$ cat config.mk
export PLATFORM = sky130hd
export DESIGN_NAME = rf_remote_pulse_transmitter_core
export DESIGN_NICKNAME = d
export VERILOG_FILES = /design/src/rtl/core/rprt_pkg.sv /design/src/rtl/core/rprt_csr.sv /design/src/rtl/core/rprt_sequencer.sv /design/src/rtl/core/rprt_out_stage.sv /design/src/rtl/core/rf_remote_pulse_transmitter_core.sv
export SDC_FILE = /design/constraint.sdc
export NUM_CORES = 1
export LEC_CHECK = 0
export ABC_AREA = 1
export BUFFER_PORTS_ARGS = -buffer_cell sky130_fd_sc_hd__buf_2
export CORE_ASPECT_RATIO = 0.6
export CORE_MARGIN = 4
export CORE_UTILIZATION = 40
export DETAILED_ROUTE_END_ITERATION = 10
export GPL_TIMING_DRIVEN = 0
export HOLD_SLACK_MARGIN = 0.12
export SYNTH_ARGS = -nofsm -noshare
export SYNTH_HDL_FRONTEND = slang
export SYNTH_HIERARCHICAL = 1
export SYNTH_SLANG_ARGS = --single-unit
$ cat constraint.sdc
create_clock -name clock -period 3.8 [get_ports clock]
set_clock_uncertainty 0.2 [all_clocks]
set_input_delay 0.38 -clock clock [delete_from_list [all_inputs] [get_ports clock]]
set_output_delay 0.38 -clock clock [all_outputs]
set_load 0.02 [all_outputs]
$ cat src/rtl/core/rprt_pkg.sv
// ----------------------------------------------------------------------------
// rprt_pkg
// shared types and constants of the rf remote pulse transmitter core
// ----------------------------------------------------------------------------
package rprt_pkg;

   localparam int IdBitsDefault  = 26;
   localparam int DevIdWidth     = 26;
   localparam int TicksWidth     = 16;
   localparam int CsrIndexWidth  = 3;
   localparam int SectionWidth   = 3;
   localparam int ButtonWidth    = 2;
   localparam int RepeatWidth    = 8;
   localparam int CommandWidth   = 32;

   localparam logic [CsrIndexWidth-1:0] CsrHighTicks      = 3'd0;
   localparam logic [CsrIndexWidth-1:0] CsrZeroLowTicks   = 3'd1;
   localparam logic [CsrIndexWidth-1:0] CsrOneLowTicks    = 3'd2;
   localparam logic [CsrIndexWidth-1:0] CsrSyncLowTicks   = 3'd3;
   localparam logic [CsrIndexWidth-1:0] CsrFStartLowTicks = 3'd4;
   localparam logic [CsrIndexWidth-1:0] CsrFEndLowTicks   = 3'd5;

   localparam logic [TicksWidth-1:0] HighTicksReset      = 16'd275;
   localparam logic [TicksWidth-1:0] ZeroLowTicksReset   = 16'd275;
   localparam logic [TicksWidth-1:0] OneLowTicksReset    = 16'd1300;
   localparam logic [TicksWidth-1:0] SyncLowTicksReset   = 16'd9900;
   localparam logic [TicksWidth-1:0] FStartLowTicksReset = 16'd2675;
   localparam logic [TicksWidth-1:0] FEndLowTicksReset   = 16'd2675;

   localparam logic [SectionWidth-1:0] SectionGroup = 3'd4;
   localparam logic                    OpTick       = 1'b0;
   localparam logic                    OpStart      = 1'b1;

   typedef struct packed {
      logic [TicksWidth-1:0] high_ticks;
      logic [TicksWidth-1:0] zero_low_ticks;
      logic [TicksWidth-1:0] one_low_ticks;
      logic [TicksWidth-1:0] sync_low_ticks;
      logic [TicksWidth-1:0] frame_start_low_ticks;
      logic [TicksWidth-1:0] frame_end_low_ticks;
   } timing_type;

   typedef struct packed {
      logic line_level;
      logic busy_res;
      logic rejected;
   } result_type;

endpackage

$ cat src/rtl/core/rprt_csr.sv
// ----------------------------------------------------------------------------
// rprt_csr
// timing register file, written through the csr channel
// ----------------------------------------------------------------------------
module rprt_csr (
   input  logic                                clock,
   input  logic                                reset,
   input  logic                                csr_valid,
   output logic                                csr_ready,
   input  logic [rprt_pkg::CsrIndexWidth-1:0]  csr_index,
   input  logic [rprt_pkg::TicksWidth-1:0]     csr_data,
   output rprt_pkg::timing_type                timing
);
   import rprt_pkg::*;

   timing_type timing_ff;
   timing_type timing_in;

   assign csr_ready = 1'b1;
   assign timing    = timing_ff;

   always_comb begin
      timing_in = timing_ff;
      if (csr_valid) begin
         unique case (csr_index)
            CsrHighTicks:      timing_in.high_ticks            = csr_data;
            CsrZeroLowTicks:   timing_in.zero_low_ticks        = csr_data;
            CsrOneLowTicks:    timing_in.one_low_ticks         = csr_data;
            CsrSyncLowTicks:   timing_in.sync_low_ticks        = csr_data;
            CsrFStartLowTicks: timing_in.frame_start_low_ticks = csr_data;
            CsrFEndLowTicks:   timing_in.frame_end_low_ticks   = csr_data;
            default:           timing_in = timing_ff;
         endcase
      end
   end

   always_ff @(posedge clock) begin
      if (reset) begin
         timing_ff.high_ticks            <= HighTicksReset;
         timing_ff.zero_low_ticks        <= ZeroLowTicksReset;
         timing_ff.one_low_ticks         <= OneLowTicksReset;
         timing_ff.sync_low_ticks        <= SyncLowTicksReset;
         timing_ff.frame_start_low_ticks <= FStartLowTicksReset;
         timing_ff.frame_end_low_ticks   <= FEndLowTicksReset;
      end else begin
         timing_ff <= timing_in;
      end
   end

endmodule

$ cat src/rtl/core/rprt_sequencer.sv
// ----------------------------------------------------------------------------
// rprt_sequencer
// symbol sequencer: command build, tick counting and phase control
// ----------------------------------------------------------------------------
module rprt_sequencer #(
   parameter int ID_BITS = rprt_pkg::IdBitsDefault
) (
   input  logic                               clock,
   input  logic                               reset,
   input  logic                               accept,
   input  logic                               operation,
   input  logic [rprt_pkg::DevIdWidth-1:0]    device_id,
   input  logic [rprt_pkg::SectionWidth-1:0]  section_code,
   input  logic [rprt_pkg::ButtonWidth-1:0]   button_index,
   input  logic                               switch_on,
   input  logic [rprt_pkg::RepeatWidth-1:0]   repeat_count,
   input  rprt_pkg::timing_type               timing,
   output rprt_pkg::result_type               result
);
   import rprt_pkg::*;

   localparam logic [DevIdWidth-1:0] IdMask = DevIdWidth'((64'd1 << ID_BITS) - 64'd1);

   typedef enum logic [4:0] {
      PhIdle   = 5'b00001,
      PhSync   = 5'b00010,
      PhFStart = 5'b00100,
      PhData   = 5'b01000,
      PhFEnd   = 5'b10000
   } phase_type;

   phase_type                phase_ff,   phase_in;
   logic [TicksWidth-1:0]    tick_ff,    tick_in;
   logic [5:0]               index_ff,   index_in;
   logic [RepeatWidth-1:0]   repeats_ff, repeats_in;
   logic [CommandWidth-1:0]  command_ff, command_in;
   logic                     level_ff,   level_in;

   logic [TicksWidth-1:0]    tick_next;
   logic [TicksWidth-1:0]    low_ticks;
   logic [RepeatWidth-1:0]   repeats_dec;
   logic                     data_bit;
   logic                     data_symbol;
   logic                     end_high;
   logic                     end_low;
   logic                     group_cmd;
   logic [DevIdWidth-1:0]    id_masked;

   assign tick_next   = tick_ff + TicksWidth'(1);
   assign repeats_dec = repeats_ff - RepeatWidth'(1);
   assign data_bit    = command_ff[~index_ff[5:1]];
   assign data_symbol = index_ff[0] ? ~data_bit : data_bit;
   assign end_high    = (tick_next == '0) || (tick_next >= timing.high_ticks);
   assign end_low     = (tick_next == '0) || (tick_next >= low_ticks);
   assign group_cmd   = (section_code == SectionGroup);
   assign id_masked   = device_id & IdMask;

   always_comb begin
      unique case (phase_ff)
         PhSync:   low_ticks = timing.sync_low_ticks;
         PhFStart: low_ticks = timing.frame_start_low_ticks;
         PhData:   low_ticks = data_symbol ? timing.one_low_ticks : timing.zero_low_ticks;
         default:  low_ticks = timing.frame_end_low_ticks;
      endcase
   end

   always_comb begin
      phase_in   = phase_ff;
      tick_in    = tick_ff;
      index_in   = index_ff;
      repeats_in = repeats_ff;
      command_in = command_ff;
      level_in   = level_ff;
      result     = '0;
      if (accept) begin
         if (operation == OpStart) begin
            if (phase_ff != PhIdle) begin
               result.rejected   = 1'b1;
               result.line_level = level_ff;
               result.busy_res   = 1'b1;
            end else begin
               command_in = {id_masked, group_cmd, switch_on,
                             group_cmd ? 2'b00 : section_code[1:0],
                             group_cmd ? 2'b00 : button_index};
               repeats_in = repeat_count;
               phase_in   = PhSync;
               tick_in    = '0;
               index_in   = '0;
               level_in   = 1'b1;
               result.busy_res = 1'b1;
            end
         end else if (phase_ff != PhIdle) begin
            result.line_level = level_ff;
            if (level_ff) begin
               if (end_high) begin
                  level_in = 1'b0;
                  tick_in  = '0;
               end else begin
                  tick_in = tick_next;
               end
            end else if (end_low) begin
               tick_in  = '0;
               level_in = 1'b1;
               unique case (phase_ff)
                  PhSync: begin
                     phase_in = PhFStart;
                  end
                  PhFStart: begin
                     if (repeats_ff == '0) begin
                        phase_in = PhIdle;
                        level_in = 1'b0;
                     end else begin
                        phase_in = PhData;
                        index_in = '0;
                     end
                  end
                  PhData: begin
                     if (index_ff == '1) begin
                        phase_in = PhFEnd;
                        index_in = '0;
                     end else begin
                        index_in = index_ff + 6'd1;
                     end
                  end
                  default: begin
                     repeats_in = repeats_dec;
                     if (repeats_dec == '0) begin
                        phase_in = PhIdle;
                        level_in = 1'b0;
                     end else begin
                        phase_in = PhData;
                        index_in = '0;
                     end
                  end
               endcase
            end else begin
               tick_in = tick_next;
            end
            result.busy_res = (phase_in != PhIdle);
         end
      end
   end

   always_ff @(posedge clock) begin
      if (reset) begin
         phase_ff   <= PhIdle;
         tick_ff    <= '0;
         index_ff   <= '0;
         repeats_ff <= '0;
         command_ff <= '0;
         level_ff   <= 1'b0;
      end else begin
         phase_ff   <= phase_in;
         tick_ff    <= tick_in;
         index_ff   <= index_in;
         repeats_ff <= repeats_in;
         command_ff <= command_in;
         level_ff   <= level_in;
      end
   end

endmodule

$ cat src/rtl/core/rprt_out_stage.sv
// ----------------------------------------------------------------------------
// rprt_out_stage
// result register with valid/ready hold toward the rsp channel
// ----------------------------------------------------------------------------
module rprt_out_stage (
   input  logic                  clock,
   input  logic                  reset,
   input  logic                  accept,
   input  rprt_pkg::result_type  result,
   output logic                  in_ready,
   output logic                  rsp_valid,
   input  logic                  rsp_ready,
   output logic                  rsp_line_level,
   output logic                  rsp_busy_res,
   output logic                  rsp_rejected
);
   import rprt_pkg::*;

   logic       valid_ff, valid_in;
   result_type data_ff;

   assign in_ready       = !valid_ff || rsp_ready;
   assign rsp_valid      = valid_ff;
   assign rsp_line_level = data_ff.line_level;
   assign rsp_busy_res   = data_ff.busy_res;
   assign rsp_rejected   = data_ff.rejected;

   always_comb begin
      if (accept) begin
         valid_in = 1'b1;
      end else if (rsp_ready) begin
         valid_in = 1'b0;
      end else begin
         valid_in = valid_ff;
      end
   end

   always_ff @(posedge clock) begin
      if (reset) begin
         valid_ff <= 1'b0;
      end else begin
         valid_ff <= valid_in;
      end
   end

   always_ff @(posedge clock) begin
      if (accept) begin
         data_ff <= result;
      end
   end

endmodule

$ cat src/rtl/core/rf_remote_pulse_transmitter_core.sv
// ----------------------------------------------------------------------------
// rf_remote_pulse_transmitter_core
// ook pulse transmitter for 32-bit remote commands with two-symbol data bits
// ----------------------------------------------------------------------------
// the result of a req transfer is in the rsp register in the cycle after the transfer
// throughput: one req transfer per cycle, as the sequencer updates on each
// accepted request; req_ready drops only while a result waits and rsp_ready is low
// reset: synchronous; clears the sequencer to idle, the line low, the result
// register empty, and loads the timing registers with their default values
module rf_remote_pulse_transmitter_core #(
   parameter int ID_BITS = rprt_pkg::IdBitsDefault
) (
   input  logic                               clock,
   input  logic                               reset,
   input  logic                               req_valid,
   output logic                               req_ready,
   input  logic                               req_operation,
   input  logic [rprt_pkg::DevIdWidth-1:0]    req_device_id,
   input  logic [rprt_pkg::SectionWidth-1:0]  req_section_code,
   input  logic [rprt_pkg::ButtonWidth-1:0]   req_button_index,
   input  logic                               req_switch_on,
   input  logic [rprt_pkg::RepeatWidth-1:0]   req_repeat_count,
   output logic                               rsp_valid,
   input  logic                               rsp_ready,
   output logic                               rsp_line_level,
   output logic                               rsp_busy_res,
   output logic                               rsp_rejected,
   input  logic                               csr_valid,
   output logic                               csr_ready,
   input  logic [rprt_pkg::CsrIndexWidth-1:0] csr_index,
   input  logic [rprt_pkg::TicksWidth-1:0]    csr_data
);
   import rprt_pkg::*;

   timing_type timing;
   result_type result;
   logic       accept;

   assign accept = req_valid && req_ready;

   rprt_csr u_csr (
      .clock     (clock),
      .reset     (reset),
      .csr_valid (csr_valid),
      .csr_ready (csr_ready),
      .csr_index (csr_index),
      .csr_data  (csr_data),
      .timing    (timing)
   );

   rprt_sequencer #(
      .ID_BITS (ID_BITS)
   ) u_sequencer (
      .clock        (clock),
      .reset        (reset),
      .accept       (accept),
      .operation    (req_operation),
      .device_id    (req_device_id),
      .section_code (req_section_code),
      .button_index (req_button_index),
      .switch_on    (req_switch_on),
      .repeat_count (req_repeat_count),
      .timing       (timing),
      .result       (result)
   );

   rprt_out_stage u_out_stage (
      .clock          (clock),
      .reset          (reset),
      .accept         (accept),
      .result         (result),
      .in_ready       (req_ready),
      .rsp_valid      (rsp_valid),
      .rsp_ready      (rsp_ready),
      .rsp_line_level (rsp_line_level),
      .rsp_busy_res   (rsp_busy_res),
      .rsp_rejected   (rsp_rejected)
   );

endmodule

Word-level counts from Yosys, hierarchy flattened
Cells that the tools add are included.
- add/subtract/negate cells: 3
- magnitude comparators: 3
- eq/ne operators: 18
- mux-type cells: 55
- bitwise logic cells: 3
- reductions and logical operators: 24
- operator list (kind ; count):
    16-bit two-way mux ; 7
    6-bit two-way mux ; 8
    8-bit two-way mux ; 6
    16-bit case mux with 3 select lines ; 1
    5-bit two-way mux ; 9
    16-bit >= comparator ; 2
    6-bit case mux with 3 select lines ; 1
    16-bit by 1-bit adder with 16-bit output, second input constant ; 1
    16-bit zero test ; 1
    8-bit zero test ; 2
    5-bit case mux with 3 select lines ; 1
    1-bit two-way mux ; 14
    2-bit AND reduction ; 6
    5-bit by 1-bit inequality test with 1-bit output, second input constant ; 2
    3-bit equality test, second input constant ; 3
    2-bit two-way mux ; 4
    4-bit two-way mux ; 2
    8-bit AND reduction ; 1
    8-bit by 1-bit subtractor with 8-bit output, second input constant ; 1
    6-bit by 1-bit adder with 6-bit output, second input constant ; 1
    3-bit by 2-bit equality test with 1-bit output, second input constant ; 2
    6-bit equality test, second input constant ; 1
    5-bit by 6-bit < comparator with 1-bit output, second input constant ; 1
    2-bit inequality test, second input constant ; 3
    20 further kinds ; 26
- register bits: 168
- input bits: 65
- output and inout bits: 6
- logic and storage cells: 122

Depth between registers and ports, before layout
Gate-level depths: netlist of the first run.
- depth after elaboration: 17
- gate-level depth with buffers: 30
- mapped depth without buffers: 28

Hierarchy
The synthesis of the first run kept the hierarchy.
- modules (own cells, without submodules) (module ; instances ; cells each ; area each (µm²) ; seq. area each (µm²)):
    rprt_sequencer ; 1 ; 872 ; 5507.8 ; 1361.3
    rprt_csr ; 1 ; 522 ; 3729.8 ; 1921.8
    rprt_out_stage ; 1 ; 8 ; 132.6 ; 110.1
    rf_remote_pulse_transmitter_core ; 1 ; 2 ; 7.5 ; 0.0

Worst setup path after synthesis of the first run
Ideal clock, no wire load.
- path type: reg2reg
- start: reg u_sequencer.index_ff[1]
- end: reg u_out_stage.data_ff, in the netlist u_out_stage/rsp_busy_res (data pin)
- library setup time: 0.253 ns
- arrival time: 3.295 ns
- data required time: 3.347 ns
- path slack: 0.052 ns
- stages on the path, launching flop included: 27
- buffers on the path: 3
- period minus slack after synthesis: 3.748 ns
- cells stage by stage: dfxtp_1 -> buf_4 -> inv_2 -> buf_6 -> o21ai_0 -> o211ai_1 -> nand3_1 -> nand3_1 -> nand2_2 -> xor2_4 -> buf_4 -> nor2_1 -> o21ai_0 -> nand2_1 -> ha_1 -> nand2_1 -> nor4_1 -> and3_1 -> nor2_1 -> nand2_4 -> nand2_1 -> nand2_1 -> nand2_1 -> nor2_1 -> nand3_1 -> nand2_1 -> nand2_1
- longest elaborated chain between the ends: 16
- elaborated cells between the ends (all ways): 19
- those cells by class: 1 x order compare; 2 x eq/ne; 13 x mux; 2 x bitwise; 1 x reduce/logical
- ends and longest elaborated chain (what ; line ; source):
    from (decl) ; rprt_sequencer.sv:34 ; logic [5:0] index_ff, index_in;
    from (signal assigned) ; rprt_sequencer.sv:155 ; index_ff <= index_in;
    5-bit inverter ; rprt_sequencer.sv:51 ; assign data_bit = command_ff[~index_ff[5:1]];
    1-bit binary-select mux with 5-bit select ; rprt_sequencer.sv:51 ;
    1-bit two-way mux (not written as such) ; rprt_sequencer.sv:51 ;
    1-bit inverter ; rprt_sequencer.sv:52 ; assign data_symbol = index_ff[0] ? ~data_bit : data_bit;
    1-bit two-way mux ; rprt_sequencer.sv:52 ;
    16-bit two-way mux ; rprt_sequencer.sv:62 ; PhData: low_ticks = data_symbol ? timing.one_low_ticks : timing.zero_low_ticks;
    16-bit case mux with 3 select lines ; rprt_sequencer.sv:59 ; unique case (phase_ff)
    16-bit >= comparator ; rprt_sequencer.sv:54 ; assign end_low = (tick_next == '0) || (tick_next >= low_ticks);
    1-bit logical OR ; rprt_sequencer.sv:54 ;
    5-bit two-way mux (*) ; rprt_sequencer.sv:101 ; end else if (end_low) begin
    5-bit two-way mux (*) ; rprt_sequencer.sv:94 ; if (level_ff) begin
    5-bit two-way mux (*) ; rprt_sequencer.sv:92 ; end else if (phase_ff != PhIdle) begin
    5-bit two-way mux (*) ; rprt_sequencer.sv:76 ; if (operation == OpStart) begin
    5-bit two-way mux (*) ; rprt_sequencer.sv:75 ; if (accept) begin
    5-bit by 1-bit inequality test with 1-bit output (*) ; rprt_sequencer.sv:139 ; result.busy_res = (phase_in != PhIdle);
    2-bit two-way mux (*) ; rprt_sequencer.sv:92 ;
    to (signal assigned) ; rprt_out_stage.sv:48 ; data_ff <= result;
    to (decl) ; rprt_out_stage.sv:20 ; result_type data_ff;
Every way passes the cells marked *; elsewhere a longest branch is shown, timed or not. The select of a mux whose other input is x is not followed.
A chain may end at the register's enable or synchronous reset.

Final worst setup path of the first run
Same ends and word-level chain as after synthesis.

==> flow_summary.ini, run 1 <==
[layout]
diodes = 0
fin_nets = 1673
synthToLayoutAreaGrowth_pct = 29.41
drive_gt1_frac = 0.2217
fin_area_um2 = 12140
nFillCells = 2261
post-route-util = 0.5258

[clock_tree]
cts_tree = yes
clockRootBuffer = clkbuf_16
cts_sinks = 168
htree_levels = 4
clock_path_buffers = 2
cts_made_buffers = 17
clkTransAtPathRegs_ps = 60
clk_latency_ps = 440

[synth]
synth_area_leader_cell = dfxtp_1
synth_common_cells = 325 x nand2_1, 273 x nor2_1, 165 x dfxtp_1
yosys.cell_count.top_type = nand2_1
syn-num-nets = 1507
yosysWarnings = 6
ys_async_sr_fraction = 0
synthTopCellsByArea = dfxtp_1 35%, nand2_1 13%, nor2_1 11%, nand3_1 7.9%, ha_1 5.1%
synthCells = 1404
synth-edff-count = 3
ys_types = 50
synth_top_cell_area_share = 0.3522
synth_area_um2 = 9378
ys_seq_area_frac = 0.3618
syn_avg_cell_area_um2 = 6.679
synth-seq-cells = 168
ys.flop_type = dfxtp_1

[power]
p_leak_nw = 5.393
power.density_nw_per_um2 = 386.9
seq_power_share = 0.409
switching_share = 0.3173
p_clk_frac = 0.361
ir_drop_mv = 0.3374
p_comb_frac = 0.230
p_int_w = 0.003206
p_switching_w = 0.001490

[drt]
drtIter0Drc = 1164
vias = 9946
drt-total-wl_um = 32850
route.detailed.drc = 0
viasPerCell = 5.240
ant_nets = 0
wl_per_cell_um = 17.31
first_pass_iters = 5

[critical_path]
reg2reg_to = u_out_stage/rsp_busy_res
end_kind = flip-flop
arrival_ps = 4210
crit_end = u_out_stage/rsp_busy_res
crit_slowest_cell = dfxtp_4
cpPeakStageDelay_ps = 420
start_kind = flip-flop
worst-r2r-cell-count = 26
path_max_fanout = 8
crit_start = u_sequencer/index_ff[1]
critical_path_required_ps = 3790
path_class = flip-flop to flip-flop
reg2reg_from = u_sequencer/index_ff[1]
r2r_slack_ps = -410

[die]
die_h_um = 126.6
initial_core_util = 0.4063
coreArea_um2 = 23080
die_area_um2 = 26040
fp-row-count = 43
ios = 71
die_x_um = 205.7

[sta]
period_minus_slack_ps = 4211
rsz0062_at_grt = true
whs_ps = 148.4
fmax_mhz = 237.5
maxSlewHeadroom = 0.4660
post-route-period-util = 1.108
worst_pin_slew_ps = 801.0
maxSlewViolCount = 0
tns_ps = -11420
setup_slack_ps = -411.3
hold_viol_final = 0
setup_violations = 37

[global_routing]
grt_pass1_vias = 8882
grt.total_usage = 0.2488
grt_overflow = 0
grt_max_degree = 17
antenna_found_initial = 0
grt_pass1_wl_um = 50200

[job]
max_cap_viol_count = 0

[place]
port_buffers = 69
place_area_um2 = 10120
place_ws_ps = -1151
hpwl_um = 23370
gp_congestion = 0.9451

[status]
status = finished, violations left
violations = setup timing

[worst_hold_path]
hold_class = input pin to flip-flop
-- placed cells by master, fill, tap and decap left out, drive strengths merged, types with 10 or more instances in the layout --
cell type and n:
inv 124, dfxtp 165, nor2 290, nand4 12, clkbuf 48, or2 15
nand3 150, xor2 10, buf 128, ha 38, nand2 342, a221oi 16
dlygate4sd3 55, o21ai 80, clkinv 16, a21oi 54
-- state kept, by name, indices dropped and copies added, names as in the netlist --
| signal | flops |
|---|---|
| u_out_stage/rsp_busy_res | 1 |
| u_sequencer/index_ff | 6 |
| u_sequencer/phase_ff | 5 |
| u_out_stage/rsp_valid | 1 |
| u_csr/timing | 96 |
| u_sequencer/repeats_ff | 8 |
| u_out_stage/rsp_line_level | 1 |
| u_sequencer/tick_ff | 16 |
| u_sequencer/command_ff | 32 |
| u_out_stage/rsp_rejected | 1 |
| u_sequencer/level_ff | 1 |
-- metal layers --
metal / track usage / vias up / routed length [um]
li1: - / 4852 / -
met1: 0.4045 / 4636 / 16310
met2: 0.3180 / 425 / 12590
met3: 0.07511 / 33 / 3624
met4: 0.04211 / 0 / 322
met5: 0 / - / 0
-- kinds of logic after synthesis --
logic type | after synthesis | synth area share
flip-flops | 168 | 0.3618
other | 1 | 0.0003999
multiplexers | 2 | 0.002135
AO/OA/AOI/OAI | 170 | 0.1101
buffers and inverters | 195 | 0.08766
XOR/XNOR | 11 | 0.01308
AND/OR/NAND/NOR | 819 | 0.3741
adder cells (fa/ha/maj) | 38 | 0.05070
-- worst min-delay path by stage --
stage,slack [ps],startpoint,endpoint,cells after the start
floorplan,220,u_csr/timing[11],u_csr/timing[11],2
global placement,230,u_csr/timing[4],u_csr/timing[4],2
detailed placement,240,u_csr/timing[1],u_csr/timing[1],2
CTS,130,req_repeat_count[6],u_sequencer/repeats_ff[6],5
global route,180,req_repeat_count[0],u_sequencer/repeats_ff[0],5
finish,150,req_repeat_count[6],u_sequencer/repeats_ff[6],5
-- power by group through the flow --
| stage | combinational [W] | sequential [W] | clock, W |
|---|---|---|---|
| after CTS | 0.000954 | 0.00192 | 0.00171 |
| after floorplan | 0.000537 | 0.00194 | 0 |
| after detailed placement | 0.000776 | 0.00195 | 0 |
| after global routing | 0.00117 | 0.00193 | 0.00180 |
| after global placement | 0.000770 | 0.00195 | 0 |
| final | 0.00108 | 0.00192 | 0.00170 |
-- worst max-delay path: cells and delay by family, from the launching register on --
family                     cells  cell delay (ps)
and+or+nand+nor               14             1330
AOI/OAI and AO/OA              6              810
adders and majority gates      1              290
buffers and inverters          4              650
DFF                            1              420
xor gates and xnor gates       1              280
-- timing repair --
action | in CTS | in global routing
endpoints found under the hold margin | 72 | 0
resized for setup | 85 | 115
endpoints found under the setup margin | 37 | 37
setup buffers | 12 | 6
cloned | 5 | 1
pin swaps | 22 | 74
hold buffers | 55 | 0
-- through the flow --
| step | total power, W | instances |
|---|---|---|
| after global placement | 0.002722 | 1788 |
| after CTS | 0.004581 | 1892 |
| after floorplan | 0.002476 | 1404 |
| after detailed placement | 0.002728 | 1788 |
| after global routing | 0.004899 | 1898 |
| final | 0.004695 | 1898 |
-- final cells by class --
type                            instances  area [um^2]  area share
Tap cell                              315        394.1     0.03248
Clock inverter                         11        100.1    0.008248
Inverter                              132        516.7     0.04258
Multi-Input combinational cell       1041         5796      0.4776
Timing Repair Buffer                  148         1126     0.09279
Sequential cell                       168         3397      0.2799
Buffer                                 62        345.3     0.02846
Clock buffer                           21        460.4     0.03794
No activity file was read; power rests on OpenSTA's default activity.
==> inputs of run 2 (changes only) <==
--- a/config.mk
+++ b/config.mk
@@ -10,6 +10,8 @@
 export CORE_ASPECT_RATIO = 0.6
 export CORE_MARGIN = 4
 export CORE_UTILIZATION = 40
+export CTS_BUF_LIST = sky130_fd_sc_hd__clkbuf_16
+export CTS_CLUSTER_DIAMETER = 100
 export DETAILED_ROUTE_END_ITERATION = 10
 export GPL_TIMING_DRIVEN = 0
 export HOLD_SLACK_MARGIN = 0.12
==> constraint.sdc (replaced) <==
create_clock -name clock -period 3.8 [get_ports clock]
set_clock_uncertainty 0.2 [all_clocks]
set_input_delay 0.38 -clock clock [delete_from_list [all_inputs] [get_ports clock]]
set_output_delay 0.38 -clock clock [all_outputs]
set_load 0.005 [all_outputs]
==> flow_summary.ini, run 2 (synthesis results as in run 1) <==
[drt]
first_pass_iters = 6
wl_per_cell_um = 17.10
route.detailed.drc = 0
viasPerCell = 5.208
ant_nets = 0
drt-total-wl_um = 32450
vias = 9880
drtIter0Drc = 1052

[layout]
diodes = 0
final_common_cell = nand2_1
largest_reg_flops = 96
layout.cells.non_filler = 1897
post-route-util = 0.5195
synthToLayoutAreaGrowth_pct = 27.87
drive_gt1_frac = 0.2054
fin_nets = 1672
final_cell_mix = 292 x nand2_1, 263 x nor2_1, 164 x dfxtp_1, 139 x nand3_1, 123 x inv_1
fin_area_um2 = 11990

[clock_tree]
cts_tree = yes
clockRootBuffer = clkbuf_16
cts_sinks = 168
cts_made_buffers = 17
clock_path_buffers = 2
clkTransAtPathRegs_ps = 60
htree_levels = 4
clk_latency_ps = 440

[status]
violations = setup timing
status = finished, violations left

[critical_path]
crit_start = u_sequencer/index_ff[1]
crit_slowest_cell = dfxtp_4
end_kind = flip-flop
path_delay_family = simple AND/OR/NAND/NOR gates
r2r_slack_ps = -380
arrival_ps = 4180
reg2reg_from = u_sequencer/index_ff[1]
path_class = flip-flop to flip-flop
reg2reg_to = u_out_stage/rsp_busy_res
cpPeakStageDelay_ps = 420
crit_cells = 26
critical_path_required_ps = 3800
crit_end = u_out_stage/rsp_busy_res
path_buf_inv = 4
start_kind = flip-flop
path_max_fanout = 8
worst-r2r-cell-count = 26

[sta]
hold_viol_final = 0
whs_ps = 145.6
setup_violations = 37
period_minus_slack_ps = 4180
worst_pin_slew_ps = 757.8
rsz0062_at_grt = true
fmax_mhz = 239.2
post-route-period-util = 1.100
setup_slack_ps = -379.9
maxSlewViolCount = 0
maxSlewHeadroom = 0.4948

[place]
gp_congestion = 0.9451
hpwl_um = 23370
place_area_um2 = 10120
dp_cells = 1788
port_buffers = 69

[worst_hold_path]
hold_class = input pin to flip-flop

[global_routing]
grt_max_degree = 17
antenna_found_initial = 0
use_met2 = 0.3182
grt_pass1_wl_um = 50120
met1_usage = 0.4030
gr-usage-met3 = 0.07588
grt_overflow = 0
grt_pass1_vias = 8884
top_usage_layer = met1
grt.total_usage = 0.2486

[power]
ir_drop_mv = 0.3340
p_leak_nw = 5.377
power.total_w = 0.004612
power.density_nw_per_um2 = 384.6

[die]
fp-row-count = 43
die_h_um = 126.6
ios = 71
die_area_um2 = 26040
initial_core_util = 0.4063
coreArea_um2 = 23080
die_x_um = 205.7

[job]
max_cap_viol_count = 0
run 2: changes by cell type in the layout (fill, tap and decap cells not counted), sizes merged:
cell | previous run | this run
clkinv | 16 | 18
inv | 124 | 126
buf | 128 | 127
clkbuf | 48 | 44
run 2: layout make-up:
cell class,instances,area [um^2]
Fill cell,2284,11090
Multi-Input combinational cell,1041,5695
Sequential cell,168,3397
Timing Repair Buffer,147,1102
Inverter,132,516.7
Clock buffer,17,425.4
Tap cell,315,394.1
Buffer,62,345.3
Clock inverter,15,115.1
run 2: worst min-delay path by stage:
stage / start / endpoint / cells past startpoint
finish: req_repeat_count[6] / u_sequencer/repeats_ff[6] / 5
detailed placement: u_csr/timing[1] / u_csr/timing[1] / 2
CTS: req_repeat_count[6] / u_sequencer/repeats_ff[6] / 5
floorplan: u_csr/timing[11] / u_csr/timing[11] / 2
global placement: u_csr/timing[4] / u_csr/timing[4] / 2
global route: req_repeat_count[0] / u_sequencer/repeats_ff[0] / 5
run 2: tightest hold or removal path, stage by stage:
cell	delay [ps]
buf_2	80
nand2_1	60
nand2_1	80
o21ai_2	60
a21oi_1	90
run 2: repair_timing:
item,CTS,global route
hold buffers,55,0
buffers inserted,12,5
endpoints found under the hold margin,72,0
cloned,5,1
pin swaps,22,41
endpoints found under the setup margin,37,37
resized for setup,85,91
run 2: where the power goes:
group,internal (W),total (W),switching [W],leakage [nW]
clock,0.000890,0.00164,0.000754,0.270
combinational,0.000399,0.00105,0.000647,3.73
sequential,0.00186,0.00192,0.0000659,1.38
total,0.00314,0.00461,0.00147,5.38
run 2: metrics by stage:
step                      setup slack (ps)  setup TNS [ps]
after global placement               -1160          -34100
final                               -379.9           -9414
after global routing                -515.9          -15180
after CTS                           -269.9           -5081
after floorplan                      52.39               0
after detailed placement             -1151          -33750
run 2: metal layers:
| metal | routed length, um | vias up | part of all wire |
|---|---|---|---|
| met3 | 3549 | 31 | 0.11 |
| met2 | 12340 | 412 | 0.38 |
| met1 | 16240 | 4587 | 0.50 |
| met5 | 0 | - | 0 |
| met4 | 323 | 0 | 0.010 |
| li1 | - | 4850 | - |
==> inputs of run 3 (changes only) <==
--- a/config.mk
+++ b/config.mk
@@ -15,6 +15,7 @@
 export DETAILED_ROUTE_END_ITERATION = 10
 export GPL_TIMING_DRIVEN = 0
 export HOLD_SLACK_MARGIN = 0.12
+export PLACE_DENSITY = 0.56
 export SYNTH_ARGS = -nofsm -noshare
 export SYNTH_HDL_FRONTEND = slang
 export SYNTH_HIERARCHICAL = 1
==> flow_summary.ini, run 3 (synthesis results as in run 1) <==
[status]
status = finished, violations left
violations = setup timing

[critical_path]
start_kind = flip-flop
reg2reg_to = u_sequencer/tick_ff[1]
critical_path_required_ps = 3960
path_max_fanout = 10
r2r_slack_ps = -340
reg2reg_from = u_sequencer/index_ff[2]
arrival_ps = 4300
path_class = flip-flop to flip-flop
worst-r2r-cell-count = 24
end_kind = flip-flop

[die]
die_area_um2 = 26040
fp-row-count = 43
initial_core_util = 0.4063
ios = 71
die_h_um = 126.6
die_x_um = 205.7
coreArea_um2 = 23080

[worst_hold_path]
hp-start = req_repeat_count[2]
whs_path_depth = 5
hold_class = input pin to flip-flop
whs_endpoint = u_sequencer/repeats_ff[2]

[power]
p_leak_nw = 5.423
ir_drop_mv = 0.2937
power.density_nw_per_um2 = 391.8

[sta]
tns_ps = -8972
maxSlewHeadroom = 0.4321
rsz0062_at_grt = true
setup_slack_ps = -339.7
post-route-period-util = 1.089
setup_violations = 36
fmax_mhz = 241.6
period_minus_slack_ps = 4140
worst_pin_slew_ps = 851.8
maxSlewViolCount = 0
hold_viol_final = 0

[global_routing]
grt.total_usage = 0.2580
grt_pass1_wl_um = 51670
grt_pass1_vias = 9031
grt_overflow = 0
antenna_found_initial = 0
grt_max_degree = 17

[clock_tree]
clkTransAtPathRegs_ps = 60
cts_sinks = 168
clockRootBuffer = clkbuf_16
cts_tree = yes
clk_latency_ps = 440
clock_path_buffers = 2
htree_levels = 4
cts_made_buffers = 17

[drt]
vias = 9901
route.detailed.drc = 0
drt-total-wl_um = 33470
drtIter0Drc = 820
viasPerCell = 5.222
first_pass_iters = 5
wl_per_cell_um = 17.65
ant_nets = 0

[layout]
drive_gt1_frac = 0.2170
fin_area_um2 = 12190
post-route-util = 0.5280
final_common_cell = nand2_1
synthToLayoutAreaGrowth_pct = 29.95
layout.cells.non_filler = 1896
largest_reg_flops = 96
diodes = 0
fin_nets = 1671
final_cell_mix = 297 x nand2_1, 259 x nor2_1, 164 x dfxtp_1, 129 x nand3_1, 125 x inv_1

[place]
dp_cells = 1788
gp_congestion = 0.9474
port_buffers = 69
place_area_um2 = 10120
hpwl_um = 24360

[job]
max_cap_viol_count = 0
run 3: cell count changes in the layout (fill, tap and decap cells not counted), moves of 4 or more:
cell      change
nand3_1      -10
nand3_2       +9
a21oi_2       +6
buf_4         -6
a21oi_1       -5
a221oi_1      -5
nand2_1       +5
nand2_2       -5
a221oi_2      +4
nor2_1        -4
run 3: worst max-delay path by stage:
stage | start | to | slack [ps] | depth (start not counted)
final | u_sequencer/index_ff[2] | u_sequencer/tick_ff[1] | -340 | 24
after global placement | u_sequencer/phase_ff[3] | u_out_stage/rsp_busy_res | -1050 | 22
after CTS | u_sequencer/index_ff[1] | u_out_stage/rsp_busy_res | -210 | 27
after floorplan | u_sequencer/index_ff[1] | u_out_stage/rsp_busy_res | 50 | 26
after global routing | u_sequencer/index_ff[1] | u_out_stage/rsp_busy_res | -480 | 27
after detailed placement | u_sequencer/phase_ff[3] | u_out_stage/rsp_busy_res | -1030 | 22
run 3: layout make-up:
cell class | instances | area [um^2]
Clock inverter | 15 | 162.7
Fill cell | 2356 | 10890
Clock buffer | 17 | 425.4
Timing Repair Buffer | 146 | 1139
Inverter | 132 | 524.3
Multi-Input combinational cell | 1041 | 5797
Buffer | 62 | 347.8
Tap cell | 315 | 394.1
Sequential cell | 168 | 3397
run 3: per-layer routing:
metal  routed length, um  GRT usage  vias up
met4                 194    0.04329        2
met1               16950     0.4130     4672
li1                    -          -     4841
met5                  57    0.01692        -
met2               12630     0.3302      370
met3                3639    0.08508       16
run 3: per-stage QoR:
stage	power (W)	setup slack (ps)	hold WS [ps]
2_1_floorplan	0.002470	52.39	221.4
3_3_place_gp	0.002731	-1048	231.6
3_5_place_dp	0.002735	-1027	235.6
4_1_cts	0.004723	-209.4	120.8
5_1_grt	0.004979	-476.3	159.2
6_report	0.004775	-339.7	145.7
run 3: power breakdown:
part / total [W] / switching [W] / leakage [nW] / internal [W]
Clock: 0.00178 / 0.000756 / 0.292 / 0.00103
Sequential: 0.00193 / 0.0000696 / 1.38 / 0.00186
Combinational: 0.00107 / 0.000667 / 3.75 / 0.000401
Total: 0.00478 / 0.00149 / 5.42 / 0.00328
run 3: repair_timing:
| action | 4_1_cts | 5_1_grt |
|---|---|---|
| gates cloned | 7 | 0 |
| setup buffers | 13 | 2 |
| gates resized for setup | 117 | 84 |
| hold endpoints to repair | 68 | 0 |
| pin swaps | 46 | 60 |
| hold buffers | 55 | 0 |
| endpoints found under the setup margin | 37 | 37 |
run 3: worst max-delay path, stage by stage (launching register included):
cell	delay, ps
dfxtp_1	370
clkbuf_4	220
o21ai_0	100
o211ai_1	210
nand3_1	130
nand3_2	110
nand2_4	90
xor2_4	270
buf_6	190
nand2_2	60
nand2_2	60
o21ai_2	80
nand2_2	160
ha_4	230
a21oi_2	160
o21ai_1	90
a21oi_1	190
nand2_1	90
nor2_2	150
nand2_4	140
buf_6	150
o21ai_4	180
buf_6	170
nand3_2	80
a21oi_2	150
